[src/hw/rtl/rmsi_pkg.sv]
package rmsi_pkg;

  // Widths
  localparam int VELOCITY_WIDTH_DEF = 16;
  localparam int CFG_WIDTH          = 16;
  localparam int CFG_INDEX_WIDTH    = 2;
  localparam int CMD_WIDTH          = 2;
  localparam int CLIFF_WIDTH        = 2;
  localparam int READING_WIDTH      = 16;
  localparam int TICK_WIDTH         = 16;
  localparam int HAZARD_WIDTH       = 6;

  // Item selector
  typedef enum logic [CMD_WIDTH-1:0] {
    CMD_VELOCITY = 2'd0,
    CMD_CONTROL  = 2'd1,
    CMD_TICK     = 2'd2
  } cmd_t;

  // Configuration register indexes
  typedef enum logic [CFG_INDEX_WIDTH-1:0] {
    CFG_EDGE_THRESHOLD     = 2'd0,
    CFG_OBSTACLE_THRESHOLD = 2'd1,
    CFG_COMMAND_TIMEOUT    = 2'd2
  } cfg_index_t;

  // Register reset values
  localparam logic [CFG_WIDTH-1:0] EDGE_THRESHOLD_RST     = 16'd100;
  localparam logic [CFG_WIDTH-1:0] OBSTACLE_THRESHOLD_RST = 16'd650;
  localparam logic [CFG_WIDTH-1:0] COMMAND_TIMEOUT_RST    = 16'd500;

  // Disconnected reading and watchdog saturation
  localparam logic [READING_WIDTH-1:0] READING_DISCONNECTED = 16'hffff;
  localparam logic [TICK_WIDTH-1:0]    TICK_MAX             = 16'hffff;

  // Cliff flag bits
  localparam int CLIFF_REAR  = 0;
  localparam int CLIFF_FRONT = 1;

  // Hazard bits: FR, RR, RL, FL, top rear, top front
  localparam int HZ_FR = 0;
  localparam int HZ_RR = 1;
  localparam int HZ_RL = 2;
  localparam int HZ_FL = 3;
  localparam int HZ_TR = 4;
  localparam int HZ_TF = 5;

  // Sensor groups that block each drive direction
  localparam logic [HAZARD_WIDTH-1:0] HZ_BLOCK_FORWARD  = 6'b101001;
  localparam logic [HAZARD_WIDTH-1:0] HZ_BLOCK_BACKWARD = 6'b010110;
  localparam logic [HAZARD_WIDTH-1:0] HZ_BLOCK_ROT_POS  = 6'b001010;
  localparam logic [HAZARD_WIDTH-1:0] HZ_BLOCK_ROT_NEG  = 6'b000101;

  // A sensor trips on a floor edge, a close obstacle or a lost connection
  function automatic logic sensor_trips(
    input logic [READING_WIDTH-1:0] reading,
    input logic [CFG_WIDTH-1:0]     edge_thr,
    input logic [CFG_WIDTH-1:0]     obstacle_thr
  );
    return (reading < edge_thr) || (reading > obstacle_thr) ||
           (reading == READING_DISCONNECTED);
  endfunction

endpackage

[src/hw/rtl/rmsi_if.sv]
// Input item channel
interface rmsi_cmd_if #(
  parameter int VELOCITY_WIDTH = rmsi_pkg::VELOCITY_WIDTH_DEF
);
  logic                                    valid;
  logic                                    ready;
  logic [rmsi_pkg::CMD_WIDTH-1:0]          command;
  logic signed [VELOCITY_WIDTH-1:0]        linear_request;
  logic signed [VELOCITY_WIDTH-1:0]        rotation_request;
  logic                                    hub_ok;
  logic [rmsi_pkg::CLIFF_WIDTH-1:0]        cliff_flags;
  logic [rmsi_pkg::READING_WIDTH-1:0]      ir_front_right;
  logic [rmsi_pkg::READING_WIDTH-1:0]      ir_rear_right;
  logic [rmsi_pkg::READING_WIDTH-1:0]      ir_rear_left;
  logic [rmsi_pkg::READING_WIDTH-1:0]      ir_front_left;
  logic                                    imu_ok;

  modport source (
    output valid, command, linear_request, rotation_request, hub_ok, cliff_flags,
           ir_front_right, ir_rear_right, ir_rear_left, ir_front_left, imu_ok,
    input  ready
  );
  modport sink (
    input  valid, command, linear_request, rotation_request, hub_ok, cliff_flags,
           ir_front_right, ir_rear_right, ir_rear_left, ir_front_left, imu_ok,
    output ready
  );
endinterface

// Result item channel
interface rmsi_drive_if #(
  parameter int VELOCITY_WIDTH = rmsi_pkg::VELOCITY_WIDTH_DEF
);
  logic                                    valid;
  logic                                    ready;
  logic                                    drive_valid;
  logic signed [VELOCITY_WIDTH-1:0]        linear_drive;
  logic signed [VELOCITY_WIDTH-1:0]        rotation_drive;
  logic                                    drive_enable;
  logic                                    drive_halt;
  logic                                    estop_latched;
  logic                                    all_clear;
  logic [rmsi_pkg::HAZARD_WIDTH-1:0]       hazard_mask;
  logic [rmsi_pkg::HAZARD_WIDTH-1:0]       new_hazard_mask;
  logic [rmsi_pkg::HAZARD_WIDTH-1:0]       cleared_mask;

  modport source (
    output valid, drive_valid, linear_drive, rotation_drive, drive_enable, drive_halt,
           estop_latched, all_clear, hazard_mask, new_hazard_mask, cleared_mask,
    input  ready
  );
  modport sink (
    input  valid, drive_valid, linear_drive, rotation_drive, drive_enable, drive_halt,
           estop_latched, all_clear, hazard_mask, new_hazard_mask, cleared_mask,
    output ready
  );
endinterface

[src/hw/rtl/robot_motion_safety_interlock_core.sv]
// Channel   Dir  Contents
// cmd       in   command, velocity request, hub/imu status, cliff flags, 4 IR readings
// drive     out  gated velocities, enable/halt, stop latch, hazard masks
// cfg_*     in   register write: cfg_we, cfg_index, cfg_data
//
// Throughput is one beat per clock while drive does not stall; each beat passes
// through the input register and then the result register, with all interlock logic in the single stage between them.
// Synchronous active-high reset clears the stop latch, targets, hazards, watchdog
// and configuration registers to their defaults. A stall on drive backs up through both
// registers to cmd.ready; no beat is dropped or repeated.
module robot_motion_safety_interlock_core #(
  parameter int VELOCITY_WIDTH = rmsi_pkg::VELOCITY_WIDTH_DEF
) (
  input  logic                                 clk,
  input  logic                                 rst,
  input  logic                                 cfg_we,
  input  logic [rmsi_pkg::CFG_INDEX_WIDTH-1:0] cfg_index,
  input  logic [rmsi_pkg::CFG_WIDTH-1:0]       cfg_data,
  rmsi_cmd_if.sink                             cmd,
  rmsi_drive_if.source                         drive
);

  localparam int VW = VELOCITY_WIDTH;
  localparam int HW = rmsi_pkg::HAZARD_WIDTH;

  // Configuration registers
  logic [rmsi_pkg::CFG_WIDTH-1:0] edge_thr;
  logic [rmsi_pkg::CFG_WIDTH-1:0] obstacle_thr;
  logic [rmsi_pkg::CFG_WIDTH-1:0] timeout_ticks;

  always_ff @(posedge clk) begin
    if (rst) begin
      edge_thr      <= rmsi_pkg::EDGE_THRESHOLD_RST;
      obstacle_thr  <= rmsi_pkg::OBSTACLE_THRESHOLD_RST;
      timeout_ticks <= rmsi_pkg::COMMAND_TIMEOUT_RST;
    end else if (cfg_we) begin
      unique case (cfg_index)
        rmsi_pkg::CFG_EDGE_THRESHOLD:     edge_thr      <= cfg_data;
        rmsi_pkg::CFG_OBSTACLE_THRESHOLD: obstacle_thr  <= cfg_data;
        rmsi_pkg::CFG_COMMAND_TIMEOUT:    timeout_ticks <= cfg_data;
        default: ;
      endcase
    end
  end

  // Handshake
  logic s1_valid;
  logic out_valid;
  logic s2_free;
  logic s1_adv;

  assign s2_free   = !out_valid || drive.ready;
  assign s1_adv    = s1_valid && s2_free;
  assign cmd.ready = !s1_valid || s2_free;

  always_ff @(posedge clk) begin
    if (rst) begin
      s1_valid  <= 1'b0;
      out_valid <= 1'b0;
    end else begin
      if (cmd.valid && cmd.ready) begin
        s1_valid <= 1'b1;
      end else if (s1_adv) begin
        s1_valid <= 1'b0;
      end
      if (s1_adv) begin
        out_valid <= 1'b1;
      end else if (drive.ready) begin
        out_valid <= 1'b0;
      end
    end
  end

  // Input register
  logic [rmsi_pkg::CMD_WIDTH-1:0]     s1_command;
  logic [VW-1:0]                      s1_lin;
  logic [VW-1:0]                      s1_rot;
  logic                               s1_hub;
  logic [rmsi_pkg::CLIFF_WIDTH-1:0]   s1_cliff;
  logic [rmsi_pkg::READING_WIDTH-1:0] s1_ir_fr;
  logic [rmsi_pkg::READING_WIDTH-1:0] s1_ir_rr;
  logic [rmsi_pkg::READING_WIDTH-1:0] s1_ir_rl;
  logic [rmsi_pkg::READING_WIDTH-1:0] s1_ir_fl;
  logic                               s1_imu;

  always_ff @(posedge clk) begin
    if (cmd.valid && cmd.ready) begin
      s1_command <= cmd.command;
      s1_lin     <= cmd.linear_request;
      s1_rot     <= cmd.rotation_request;
      s1_hub     <= cmd.hub_ok;
      s1_cliff   <= cmd.cliff_flags;
      s1_ir_fr   <= cmd.ir_front_right;
      s1_ir_rr   <= cmd.ir_rear_right;
      s1_ir_rl   <= cmd.ir_rear_left;
      s1_ir_fl   <= cmd.ir_front_left;
      s1_imu     <= cmd.imu_ok;
    end
  end

  // Interlock state
  logic                                estop;
  logic [VW-1:0]                       lin_target;
  logic [VW-1:0]                       rot_target;
  logic [HW-1:0]                       active_hazards;
  logic                                clear_flag;
  logic [rmsi_pkg::TICK_WIDTH-1:0]     ticks;

  logic                                estop_next;
  logic [VW-1:0]                       lin_target_next;
  logic [VW-1:0]                       rot_target_next;
  logic [HW-1:0]                       active_hazards_next;
  logic                                clear_flag_next;
  logic [rmsi_pkg::TICK_WIDTH-1:0]     ticks_next;

  // Sensor trips; top cliff sensors read zero on a cliff, else the edge level
  logic [rmsi_pkg::READING_WIDTH-1:0] top_rear_rd;
  logic [rmsi_pkg::READING_WIDTH-1:0] top_front_rd;
  logic [HW-1:0]                      trig;

  assign top_rear_rd  = s1_cliff[rmsi_pkg::CLIFF_REAR]  ? '0 : edge_thr;
  assign top_front_rd = s1_cliff[rmsi_pkg::CLIFF_FRONT] ? '0 : edge_thr;

  always_comb begin
    trig                  = '0;
    trig[rmsi_pkg::HZ_FR] = rmsi_pkg::sensor_trips(s1_ir_fr, edge_thr, obstacle_thr);
    trig[rmsi_pkg::HZ_RR] = rmsi_pkg::sensor_trips(s1_ir_rr, edge_thr, obstacle_thr);
    trig[rmsi_pkg::HZ_RL] = rmsi_pkg::sensor_trips(s1_ir_rl, edge_thr, obstacle_thr);
    trig[rmsi_pkg::HZ_FL] = rmsi_pkg::sensor_trips(s1_ir_fl, edge_thr, obstacle_thr);
    trig[rmsi_pkg::HZ_TR] = rmsi_pkg::sensor_trips(top_rear_rd, edge_thr, obstacle_thr);
    trig[rmsi_pkg::HZ_TF] = rmsi_pkg::sensor_trips(top_front_rd, edge_thr, obstacle_thr);
  end

  // Direction gating: zero each velocity that points toward a tripped sensor
  logic [VW-1:0] lin_base;
  logic [VW-1:0] rot_base;
  logic          lin_pos;
  logic          lin_neg;
  logic          rot_pos;
  logic          rot_neg;
  logic          lin_block;
  logic          rot_block;
  logic [VW-1:0] lin_gated;
  logic [VW-1:0] rot_gated;

  assign lin_base  = estop ? '0 : lin_target;
  assign rot_base  = estop ? '0 : rot_target;
  assign lin_neg   = lin_base[VW-1];
  assign lin_pos   = (lin_base != '0) && !lin_base[VW-1];
  assign rot_neg   = rot_base[VW-1];
  assign rot_pos   = (rot_base != '0) && !rot_base[VW-1];
  assign lin_block = (((trig & rmsi_pkg::HZ_BLOCK_FORWARD) != '0) && lin_pos) ||
                     (((trig & rmsi_pkg::HZ_BLOCK_BACKWARD) != '0) && lin_neg);
  assign rot_block = (((trig & rmsi_pkg::HZ_BLOCK_ROT_POS) != '0) && rot_pos) ||
                     (((trig & rmsi_pkg::HZ_BLOCK_ROT_NEG) != '0) && rot_neg);
  assign lin_gated = lin_block ? '0 : lin_base;
  assign rot_gated = rot_block ? '0 : rot_base;

  // Watchdog count, saturating
  logic [rmsi_pkg::TICK_WIDTH-1:0] tick_inc;
  assign tick_inc = (ticks == rmsi_pkg::TICK_MAX) ? ticks : ticks + 1'b1;

  // Result fields
  logic          res_drive_valid;
  logic [VW-1:0] res_lin;
  logic [VW-1:0] res_rot;
  logic          res_enable;
  logic          res_halt;
  logic [HW-1:0] res_new;
  logic [HW-1:0] res_cleared;
  logic          drive_stop;

  // Next state and result for the item in the input register
  always_comb begin
    estop_next          = estop;
    lin_target_next     = lin_target;
    rot_target_next     = rot_target;
    active_hazards_next = active_hazards;
    clear_flag_next     = clear_flag;
    ticks_next          = ticks;
    res_drive_valid     = 1'b0;
    res_lin             = '0;
    res_rot             = '0;
    res_enable          = 1'b0;
    res_halt            = 1'b0;
    res_new             = '0;
    res_cleared         = '0;
    drive_stop          = 1'b0;
    unique case (s1_command)
      rmsi_pkg::CMD_VELOCITY: begin
        if (estop && (s1_lin == '0) && clear_flag) begin
          estop_next = 1'b0;
        end
        lin_target_next = s1_lin;
        rot_target_next = s1_rot;
        ticks_next      = '0;
      end
      rmsi_pkg::CMD_TICK: begin
        ticks_next = tick_inc;
        if ((tick_inc >= timeout_ticks) && !estop) begin
          estop_next      = 1'b1;
          lin_target_next = '0;
          rot_target_next = '0;
        end
      end
      rmsi_pkg::CMD_CONTROL: begin
        res_drive_valid = 1'b1;
        if (s1_hub) begin
          drive_stop          = estop || (trig != '0);
          res_lin             = lin_gated;
          res_rot             = rot_gated;
          res_new             = trig & ~active_hazards;
          res_cleared         = active_hazards & ~trig;
          active_hazards_next = trig;
          clear_flag_next     = (trig == '0);
        end else begin
          // Hub lost: halt at once, keep hazards
          if (!estop) begin
            estop_next      = 1'b1;
            res_halt        = 1'b1;
            lin_target_next = '0;
            rot_target_next = '0;
          end
          drive_stop = 1'b1;
        end
        res_enable = !drive_stop;
        // IMU lost: latch after the drive update
        if (!s1_imu && !estop_next) begin
          estop_next      = 1'b1;
          res_halt        = 1'b1;
          lin_target_next = '0;
          rot_target_next = '0;
        end
      end
      default: ;
    endcase
  end

  // Commit state as the beat moves into the result register
  always_ff @(posedge clk) begin
    if (rst) begin
      estop          <= 1'b0;
      lin_target     <= '0;
      rot_target     <= '0;
      active_hazards <= '0;
      clear_flag     <= 1'b0;
      ticks          <= '0;
    end else if (s1_adv) begin
      estop          <= estop_next;
      lin_target     <= lin_target_next;
      rot_target     <= rot_target_next;
      active_hazards <= active_hazards_next;
      clear_flag     <= clear_flag_next;
      ticks          <= ticks_next;
    end
  end

  // Result register
  logic          out_drive_valid;
  logic [VW-1:0] out_lin;
  logic [VW-1:0] out_rot;
  logic          out_enable;
  logic          out_halt;
  logic          out_estop;
  logic          out_clear;
  logic [HW-1:0] out_hazards;
  logic [HW-1:0] out_new;
  logic [HW-1:0] out_cleared;

  always_ff @(posedge clk) begin
    if (s1_adv) begin
      out_drive_valid <= res_drive_valid;
      out_lin         <= res_lin;
      out_rot         <= res_rot;
      out_enable      <= res_enable;
      out_halt        <= res_halt;
      out_estop       <= estop_next;
      out_clear       <= clear_flag_next;
      out_hazards     <= active_hazards_next;
      out_new         <= res_new;
      out_cleared     <= res_cleared;
    end
  end

  assign drive.valid           = out_valid;
  assign drive.drive_valid     = out_drive_valid;
  assign drive.linear_drive    = out_lin;
  assign drive.rotation_drive  = out_rot;
  assign drive.drive_enable    = out_enable;
  assign drive.drive_halt      = out_halt;
  assign drive.estop_latched   = out_estop;
  assign drive.all_clear       = out_clear;
  assign drive.hazard_mask     = out_hazards;
  assign drive.new_hazard_mask = out_new;
  assign drive.cleared_mask    = out_cleared;

endmodule

[src/flat_wrapper.sv]
// flat-port wrapper written by rule: the top's interface ports become plain ports
module robot_motion_safety_interlock_core_flat 
#(
  parameter int VELOCITY_WIDTH = rmsi_pkg::VELOCITY_WIDTH_DEF
)
  (clk, rst, cfg_we, cfg_index, cfg_data, cmd_valid, cmd_command, cmd_linear_request, cmd_rotation_request, cmd_hub_ok, cmd_cliff_flags, cmd_ir_front_right, cmd_ir_rear_right, cmd_ir_rear_left, cmd_ir_front_left, cmd_imu_ok, cmd_ready, drive_valid, drive_drive_valid, drive_linear_drive, drive_rotation_drive, drive_drive_enable, drive_drive_halt, drive_estop_latched, drive_all_clear, drive_hazard_mask, drive_new_hazard_mask, drive_cleared_mask, drive_ready);
  rmsi_cmd_if #(.VELOCITY_WIDTH(VELOCITY_WIDTH)) cmd_i ();
  rmsi_drive_if #(.VELOCITY_WIDTH(VELOCITY_WIDTH)) drive_i ();
  input  logic clk;
  input  logic rst;
  input  logic cfg_we;
  input  logic [rmsi_pkg::CFG_INDEX_WIDTH-1:0] cfg_index;
  input  logic [rmsi_pkg::CFG_WIDTH-1:0] cfg_data;
  input wire logic [$bits(cmd_i.valid)-1:0] cmd_valid;
  input wire logic [$bits(cmd_i.command)-1:0] cmd_command;
  input wire logic [$bits(cmd_i.linear_request)-1:0] cmd_linear_request;
  input wire logic [$bits(cmd_i.rotation_request)-1:0] cmd_rotation_request;
  input wire logic [$bits(cmd_i.hub_ok)-1:0] cmd_hub_ok;
  input wire logic [$bits(cmd_i.cliff_flags)-1:0] cmd_cliff_flags;
  input wire logic [$bits(cmd_i.ir_front_right)-1:0] cmd_ir_front_right;
  input wire logic [$bits(cmd_i.ir_rear_right)-1:0] cmd_ir_rear_right;
  input wire logic [$bits(cmd_i.ir_rear_left)-1:0] cmd_ir_rear_left;
  input wire logic [$bits(cmd_i.ir_front_left)-1:0] cmd_ir_front_left;
  input wire logic [$bits(cmd_i.imu_ok)-1:0] cmd_imu_ok;
  output wire logic [$bits(cmd_i.ready)-1:0] cmd_ready;
  output wire logic [$bits(drive_i.valid)-1:0] drive_valid;
  output wire logic [$bits(drive_i.drive_valid)-1:0] drive_drive_valid;
  output wire logic [$bits(drive_i.linear_drive)-1:0] drive_linear_drive;
  output wire logic [$bits(drive_i.rotation_drive)-1:0] drive_rotation_drive;
  output wire logic [$bits(drive_i.drive_enable)-1:0] drive_drive_enable;
  output wire logic [$bits(drive_i.drive_halt)-1:0] drive_drive_halt;
  output wire logic [$bits(drive_i.estop_latched)-1:0] drive_estop_latched;
  output wire logic [$bits(drive_i.all_clear)-1:0] drive_all_clear;
  output wire logic [$bits(drive_i.hazard_mask)-1:0] drive_hazard_mask;
  output wire logic [$bits(drive_i.new_hazard_mask)-1:0] drive_new_hazard_mask;
  output wire logic [$bits(drive_i.cleared_mask)-1:0] drive_cleared_mask;
  input wire logic [$bits(drive_i.ready)-1:0] drive_ready;
  assign cmd_i.valid = cmd_valid;
  assign cmd_i.command = cmd_command;
  assign cmd_i.linear_request = cmd_linear_request;
  assign cmd_i.rotation_request = cmd_rotation_request;
  assign cmd_i.hub_ok = cmd_hub_ok;
  assign cmd_i.cliff_flags = cmd_cliff_flags;
  assign cmd_i.ir_front_right = cmd_ir_front_right;
  assign cmd_i.ir_rear_right = cmd_ir_rear_right;
  assign cmd_i.ir_rear_left = cmd_ir_rear_left;
  assign cmd_i.ir_front_left = cmd_ir_front_left;
  assign cmd_i.imu_ok = cmd_imu_ok;
  assign cmd_ready = cmd_i.ready;
  assign drive_valid = drive_i.valid;
  assign drive_drive_valid = drive_i.drive_valid;
  assign drive_linear_drive = drive_i.linear_drive;
  assign drive_rotation_drive = drive_i.rotation_drive;
  assign drive_drive_enable = drive_i.drive_enable;
  assign drive_drive_halt = drive_i.drive_halt;
  assign drive_estop_latched = drive_i.estop_latched;
  assign drive_all_clear = drive_i.all_clear;
  assign drive_hazard_mask = drive_i.hazard_mask;
  assign drive_new_hazard_mask = drive_i.new_hazard_mask;
  assign drive_cleared_mask = drive_i.cleared_mask;
  assign drive_i.ready = drive_ready;
  robot_motion_safety_interlock_core #(.VELOCITY_WIDTH(VELOCITY_WIDTH)) u_core (.clk(clk), .rst(rst), .cfg_we(cfg_we), .cfg_index(cfg_index), .cfg_data(cfg_data), .cmd(cmd_i), .drive(drive_i));
endmodule
[config.mk]
export PLATFORM = sky130hd
export DESIGN_NAME = robot_motion_safety_interlock_core_flat
export DESIGN_NICKNAME = d
export VERILOG_FILES = /design/src/hw/rtl/rmsi_pkg.sv /design/src/hw/rtl/rmsi_if.sv /design/src/hw/rtl/robot_motion_safety_interlock_core.sv /design/src/flat_wrapper.sv
export SDC_FILE = /design/constraint.sdc
export NUM_CORES = 1
export LEC_CHECK = 0
export ABC_CLOCK_PERIOD_IN_PS = 4300
export BUFFER_PORTS_ARGS = -buffer_cell sky130_fd_sc_hd__buf_2
export CAP_MARGIN = 5
export CORE_ASPECT_RATIO = 0.7
export CORE_UTILIZATION = 59
export DETAILED_ROUTE_END_ITERATION = 10
export PLACE_DENSITY = 0.8
export SLEW_MARGIN = 10
export SYNTH_ARGS = -nofsm -noshare
export SYNTH_HDL_FRONTEND = slang
export SYNTH_SLANG_ARGS = --single-unit
[constraint.sdc]
create_clock -name clk -period 4.3 [get_ports clk]
set_input_delay 0.215 -clock clk [delete_from_list [all_inputs] [get_ports clk]]
set_output_delay 0.215 -clock clk [all_outputs]
set_load 0.05 [all_outputs]
==> results of run 1 <==
state kept, by name, indices dropped and copies added (netlist names), 6 cells and up:
| signal | count |
|---|---|
| u_core.timeout_ticks | 16 |
| u_core.lin_target | 16 |
| u_core.drive.rotation_drive | 16 |
| u_core.active_hazards | 6 |
| u_core.drive.new_hazard_mask | 6 |
| u_core.obstacle_thr | 16 |
| u_core.drive.hazard_mask | 6 |
| u_core.s1_ir_fl | 16 |
| u_core.drive.cleared_mask | 6 |
| u_core.ticks | 16 |
| u_core.rot_target | 16 |
| u_core.drive.linear_drive | 16 |
| u_core.s1_ir_rr | 16 |
| u_core.s1_ir_fr | 16 |
| u_core.s1_lin | 16 |
| u_core.s1_ir_rl | 16 |
| u_core.edge_thr | 16 |
| u_core.s1_rot | 16 |
where the power goes:
part / switching (mW) / leakage, nW / internal (mW)
Sequential: 0.0885 / 2.38 / 2.79
Clock: 0.992 / 0.422 / 1.33
Combinational: 0.527 / 4.14 / 0.324
worst paths after layout:
path / end / startpoint / cells after the start
hold / removal: u_core.obstacle_thr[12] / rst / 2
hold reg to reg: u_core.timeout_ticks[15] / u_core.timeout_ticks[15] / 2
setup / recovery: u_core.rot_target[2] / u_core.ticks[4] / 15
setup reg to reg: u_core.rot_target[2] / u_core.ticks[4] / 15
cell usage after synthesis (15+ instances only):
cell type / instances
a211o_1: 16
a21o_1: 19
a21oi_1: 130
clkbuf_1: 41
dfxtp_1: 106
edfxtp_1: 157
ha_1: 177
inv_1: 72
mux2_2: 18
nand2_1: 176
nand3_1: 41
nand4_1: 50
nand4b_1: 16
nor2_1: 108
nor3_1: 30
nor4_1: 24
o21ai_0: 44
o311ai_0: 15
area by class of cell:
cell class                      instances  area share
Inverter                               73      0.0154
Clock buffer                           31      0.0389
Multi-Input combinational cell       1034       0.404
Tap cell                              318      0.0224
Timing Repair Buffer                  314       0.124
Clock inverter                         17     0.00966
Sequential cell                       263       0.385
per-stage QoR:
step | instance area (µm²) | power, mW | worst slack, ns | utilization | hold WS [ns]
after global placement | 15700 | 3.62 | 0.657 | 0.658 | 0.391
after global routing | 17700 | 6.24 | 0.193 | 0.745 | 0.111
after floorplan | 14400 | 3.39 | 0.326 | - | 0.314
final | 17700 | 6.05 | 0.503 | 0.745 | 0.115
after detailed placement | 15700 | 3.65 | 0.415 | 0.658 | 0.393
after CTS | 17700 | 6.02 | 0.329 | 0.745 | 0.0869
metal layers:
layer / vias up / part of all wire / GRT usage / wire [µm]
met5: - / 0 / 0 / 0
met4: 0 / 0.023 / 0.0829 / 988
met3: 98 / 0.12 / 0.0687 / 5030
met2: 823 / 0.43 / 0.505 / 18300
met1: 5987 / 0.42 / 0.484 / 17800
li1: 5911 / - / - / -
repair_timing:
| item | 4_1_cts | 5_1_grt |
|---|---|---|
| gates resized for setup | 0 | 2 |
| hold endpoints to repair | 152 | 0 |
| hold buffers | 120 | 0 |
| setup endpoints to repair | 0 | 1 |
cells by family (layout without fill, tap and decap cells):
kind of cell / count (synthesis) / after routing / synth area share
flops: 263 / 263 / 0.473
mux: 19 / 19 / 0.0147
xor+xnor: 11 / 11 / 0.00667
fa+ha+maj: 177 / 177 / 0.153
compound gates: 305 / 305 / 0.140
buf+inv: 121 / 435 / 0.0323
simple gates: 522 / 522 / 0.180
worst max-delay path, stage by stage, from the launching register on:
cell      delay, ns
dfxtp_1        0.43
and4_1         0.30
and4_1         0.27
nand3_2        0.24
nand2b_1       0.25
nor2_1         0.09
xor2_1         0.15
ha_1           0.29
a21o_1         0.18
a21o_1         0.17
a21oi_1        0.18
o22ai_1        0.14
a211oi_1       0.38
buf_4          0.27
o21ai_0        0.11
a21oi_1        0.25
==> flow_metrics.tcl, run 1 <==
set metrics [dict create \
    instances_no_fill 2050 \
    ioPinCount 182 \
    post-place-cells 1882 \
    first_pass_iters 6 \
    initial_utilization 0.607 \
    tightestPinTransition_ns 1.22 \
    reg2reg_slack_ns 0.50 \
    area_delta_synth_final_pct 22.8 \
    synthCells 1418 \
    htree_levels 1 \
    cts_setup_buffers 0 \
    syn_area_per_cell_um2 10.2 \
    rsz0062_at_grt "no" \
    clock-skew-final_ns 0.0207 \
    yosys_warnings 0 \
    powerDensity_mw_per_mm2 341 \
    regArea_mm2 0.00684 \
    wire_per_inst_um 20.5 \
    grt_max_degree 72 \
    cts_buffers 26 \
    cts_root_buf "clkbuf_16" \
    dp_hpwl_mm 28.6 \
    hold_class "input pin to register" \
    port_buffers 181 \
    final_common_cell "buf_2" \
    drt_iter0_drc 1526 \
    multi_input_area_mm2 0.00717 \
    antenna_cells 0 \
    synth_ff_type "edfxtp_1" \
    cp-start-kind "register" \
    leakagePower_nw 6.94 \
    setup_viol_count_final 0 \
    min_period_ns 3.80 \
    tns_ns 0 \
    clock_latency_ns 0.56 \
    cts.path.max_buffers 3 \
    worstSetupPathType "register to register" \
    die_area_mm2 0.0251 \
    synthesis.area_mm2 0.0144 \
    synth_cell_types 67 \
    finalWeightedCongestion 0.963 \
    wirelength_mm 42.1 \
    antenna_found_initial 1 \
    synthesis.nets 1720 \
    relSlewSlack 0.183 \
    hold_viol_final 0 \
    viasPerCell 6.25 \
    drv_cap 0 \
    path_clk_slew_ns 0.06 \
    ys_seq_area_frac 0.473 \
    ant_nets 0 \
    crit_path_end_kind "register" \
    yosys.area.top_type "edfxtp_1" \
    synth_edf_count 157 \
    groute.usage.overall 0.332 \
    gr-total-overflow 0 \
    synth_seq_cells 263 \
    fmax_mhz 263 \
    async_flop_share 0 \
    final_nets 2014 \
    status "finished, final reports clean" \
    yosysTopAreaCellShare 0.326 \
    crit_fanout 16 \
    rows 47 \
    layout-drive-gt1-share 0.166 \
    die_h_um 133 \
    worstPathRequired_ns 4.76 \
    grt_pass1_wl_mm 64.8 \
    cts_sinks 263 \
    vias 12800 \
    die_w_um 189 \
    final_cell_mix "buf_2 (180), ha_1 (177), nand2_1 (176)" \
    drc 0 \
    cts_tree "yes" \
    num-fill-cells 1624 \
    synthTopCellsByArea "edfxtp_1 (33%), ha_1 (15%), dfxtp_1 (15%)" \
    grt_pass1_vias 11900 \
    worstPathArrival_ns 4.26 \
    core_mm2 0.0238 \
    slew_violations 0 \
    ir_drop_v 0.000357 \
    fin_crit_sh 0.883 \
]
Note: power is estimated with default switching activity, not from simulation.
==> inputs of run 2 (changes only) <==
- BUFFER_PORTS_ARGS: -buffer_cell sky130_fd_sc_hd__buf_2 -> not set
- CORE_UTILIZATION: 59 -> 64
- DONT_BUFFER_PORTS: not set -> 1
- PLACE_DENSITY: 0.8 -> 0.79
==> run 2 against run 1 <==
  * Power is 0.86% lower
  * Die area fell by 7.7%
  * Critical endpoint is now u_core.rot_target[12]
  * Sequential share of layout area grew 1.9 points
  * Utilization increased by 2.6 points
  * Sequential cell count unchanged
  * Clock skew is 0.0084 ns lower
  * Design area shrank 4.8%
==> flow_metrics.tcl, run 2 (synthesis gave the netlist of run 1 again) <==
set metrics [dict create \
    status "finished, final reports clean" \
    final_nets 1839 \
    die_area_mm2 0.0232 \
    drv_cap 0 \
    wire_per_inst_um 21.9 \
    worstPathArrival_ns 4.39 \
    cts_buffers 26 \
    crit_slowest_cell "a211o_1" \
    crit_chain "and4_1, and4_1, nand3_1, nand2b_1, nor2_1, xor2_1, ha_1, nand3_1, o31ai_1, a211o_1, nand4b_1, a21oi_1" \
    port_buffers 0 \
    fmax_mhz 255 \
    placed_area_mm2 0.0147 \
    cts_sinks 263 \
    leakagePower_nw 6.26 \
    relSlewSlack 0.207 \
    path_clk_slew_ns 0.07 \
    gr-total-overflow 0 \
    cts_tree "yes" \
    cts.path.max_buffers 3 \
    multi_input_area_mm2 0.00716 \
    groute.usage.overall 0.348 \
    final_common_cell "ha_1" \
    hold_viol_final 0 \
    tns_ns 0 \
    grt_pass1_vias 11100 \
    timing.rr.end "u_core.rot_target[12]" \
    setup_viol_count_final 0 \
    clock_latency_ns 0.55 \
    powerDensity_mw_per_mm2 355 \
    drt_iter0_drc 1545 \
    rows 45 \
    grt_max_degree 108 \
    final_area_mm2 0.0169 \
    cts_setup_buffers 0 \
    slew_violations 0 \
    fin_crit_sh 0.911 \
    reg2reg_from "u_core.ticks[3]" \
    rsz0062_at_grt "no" \
    initial_utilization 0.660 \
    final_cell_mix "ha_1 (177), nand2_1 (176), edfxtp_1 (157)" \
    pre_cts_ws_ns 0.503 \
    reg2reg_slack_ns 0.38 \
    antenna_found_initial 6 \
    layout-drive-gt1-share 0.0687 \
    fin_util 0.771 \
    layout_setup_ws_ns 0.381 \
    tightestPinTransition_ns 1.19 \
    min_path_cells 2 \
    crit_path_end_kind "register" \
    min_period_ns 3.92 \
    first_pass_iters 6 \
    clock-skew-final_ns 0.0123 \
    worstHoldEndpoint "u_core.edge_thr[10]" \
    viasPerCell 6.51 \
    area_delta_synth_final_pct 16.9 \
    cp-start-kind "register" \
    die_h_um 128 \
    whs_ns 0.109 \
    regArea_mm2 0.00684 \
    crit_path_max_incr_delay_ns 0.62 \
    wirelength_mm 40.4 \
    grt_pass1_wl_mm 62.0 \
    rr_worst_depth 12 \
    vias 12000 \
    ant_nets 0 \
    core_mm2 0.0219 \
    htree_levels 1 \
    dp_hpwl_mm 27.6 \
    cts_root_buf "clkbuf_16" \
    hold_class "input pin to register" \
    die_w_um 182 \
    worstSetupPathType "register to register" \
    ioPinCount 182 \
    worstPathRequired_ns 4.77 \
    hold_start "rst" \
    drc 0 \
    num-fill-cells 1409 \
    ir_drop_v 0.000358 \
    crit_fanout 16 \
    finalWeightedCongestion 0.962 \
]
-- run 2: how the worst max path moves through the flow --
| stage | cells past startpoint | startpoint | slack, ns | to |
|---|---|---|---|---|
| 6_report | 12 | u_core.ticks[3] | 0.38 | u_core.rot_target[12] |
| 5_1_grt | 16 | u_core.ticks[0] | 0.02 | u_core.lin_target[7] |
| 4_1_cts | 15 | u_core.ticks[3] | 0.48 | u_core.lin_target[11] |
| 3_5_place_dp | 15 | u_core.ticks[3] | 0.50 | u_core.lin_target[11] |
| 3_3_place_gp | 15 | u_core.ticks[3] | 0.67 | u_core.lin_target[3] |
| 2_1_floorplan | 3 | u_core.drive.valid | 0.33 | u_core.s1_cliff[0] |
-- run 2: through the flow --
stage,instances,total power [mW]
finish,1845,5.99
global route,1841,6.17
CTS,1839,5.97
detailed placement,1664,3.55
global placement,1664,3.53
floorplan,1418,3.39
-- run 2: power breakdown --
group	total [mW]	internal, mW	switching, mW
logic	0.695	0.276	0.420
clock network	2.34	1.36	0.983
registers	2.96	2.79	0.167
-- run 2: routing by layer --
metal  vias to the layer above  global-route usage  share of wire
met2                       699               0.506           0.42
met3                        60               0.111           0.13
li1                       5558                   -              -
met4                         2              0.0763          0.017
met1                      5686               0.508           0.44
met5                         -                   0        0.00020
-- run 2: worst max-delay path: cells and delay by family (launching register included) --
family | cells | cell delay (ns)
AND/OR/NAND/NOR | 7 | 1.59
flip-flops | 1 | 0.43
AO/OA/AOI/OAI | 3 | 1.37
adder cells (fa/ha/maj) | 1 | 0.30
XOR/XNOR | 1 | 0.15
-- run 2: repair_timing --
item / 4_1_cts / 5_1_grt
hold endpoints to repair: 208 / 0
hold buffers: 127 / 0
resized for setup: 0 / 0
-- run 2: final cells by class --
class	instances	area share
Antenna cell	6	0.000889
Clock buffer	37	0.0452
Clock inverter	11	0.00674
Inverter	73	0.0162
Multi-Input combinational cell	1034	0.424
Sequential cell	263	0.405
Tap cell	282	0.0209
Timing Repair Buffer	139	0.0816
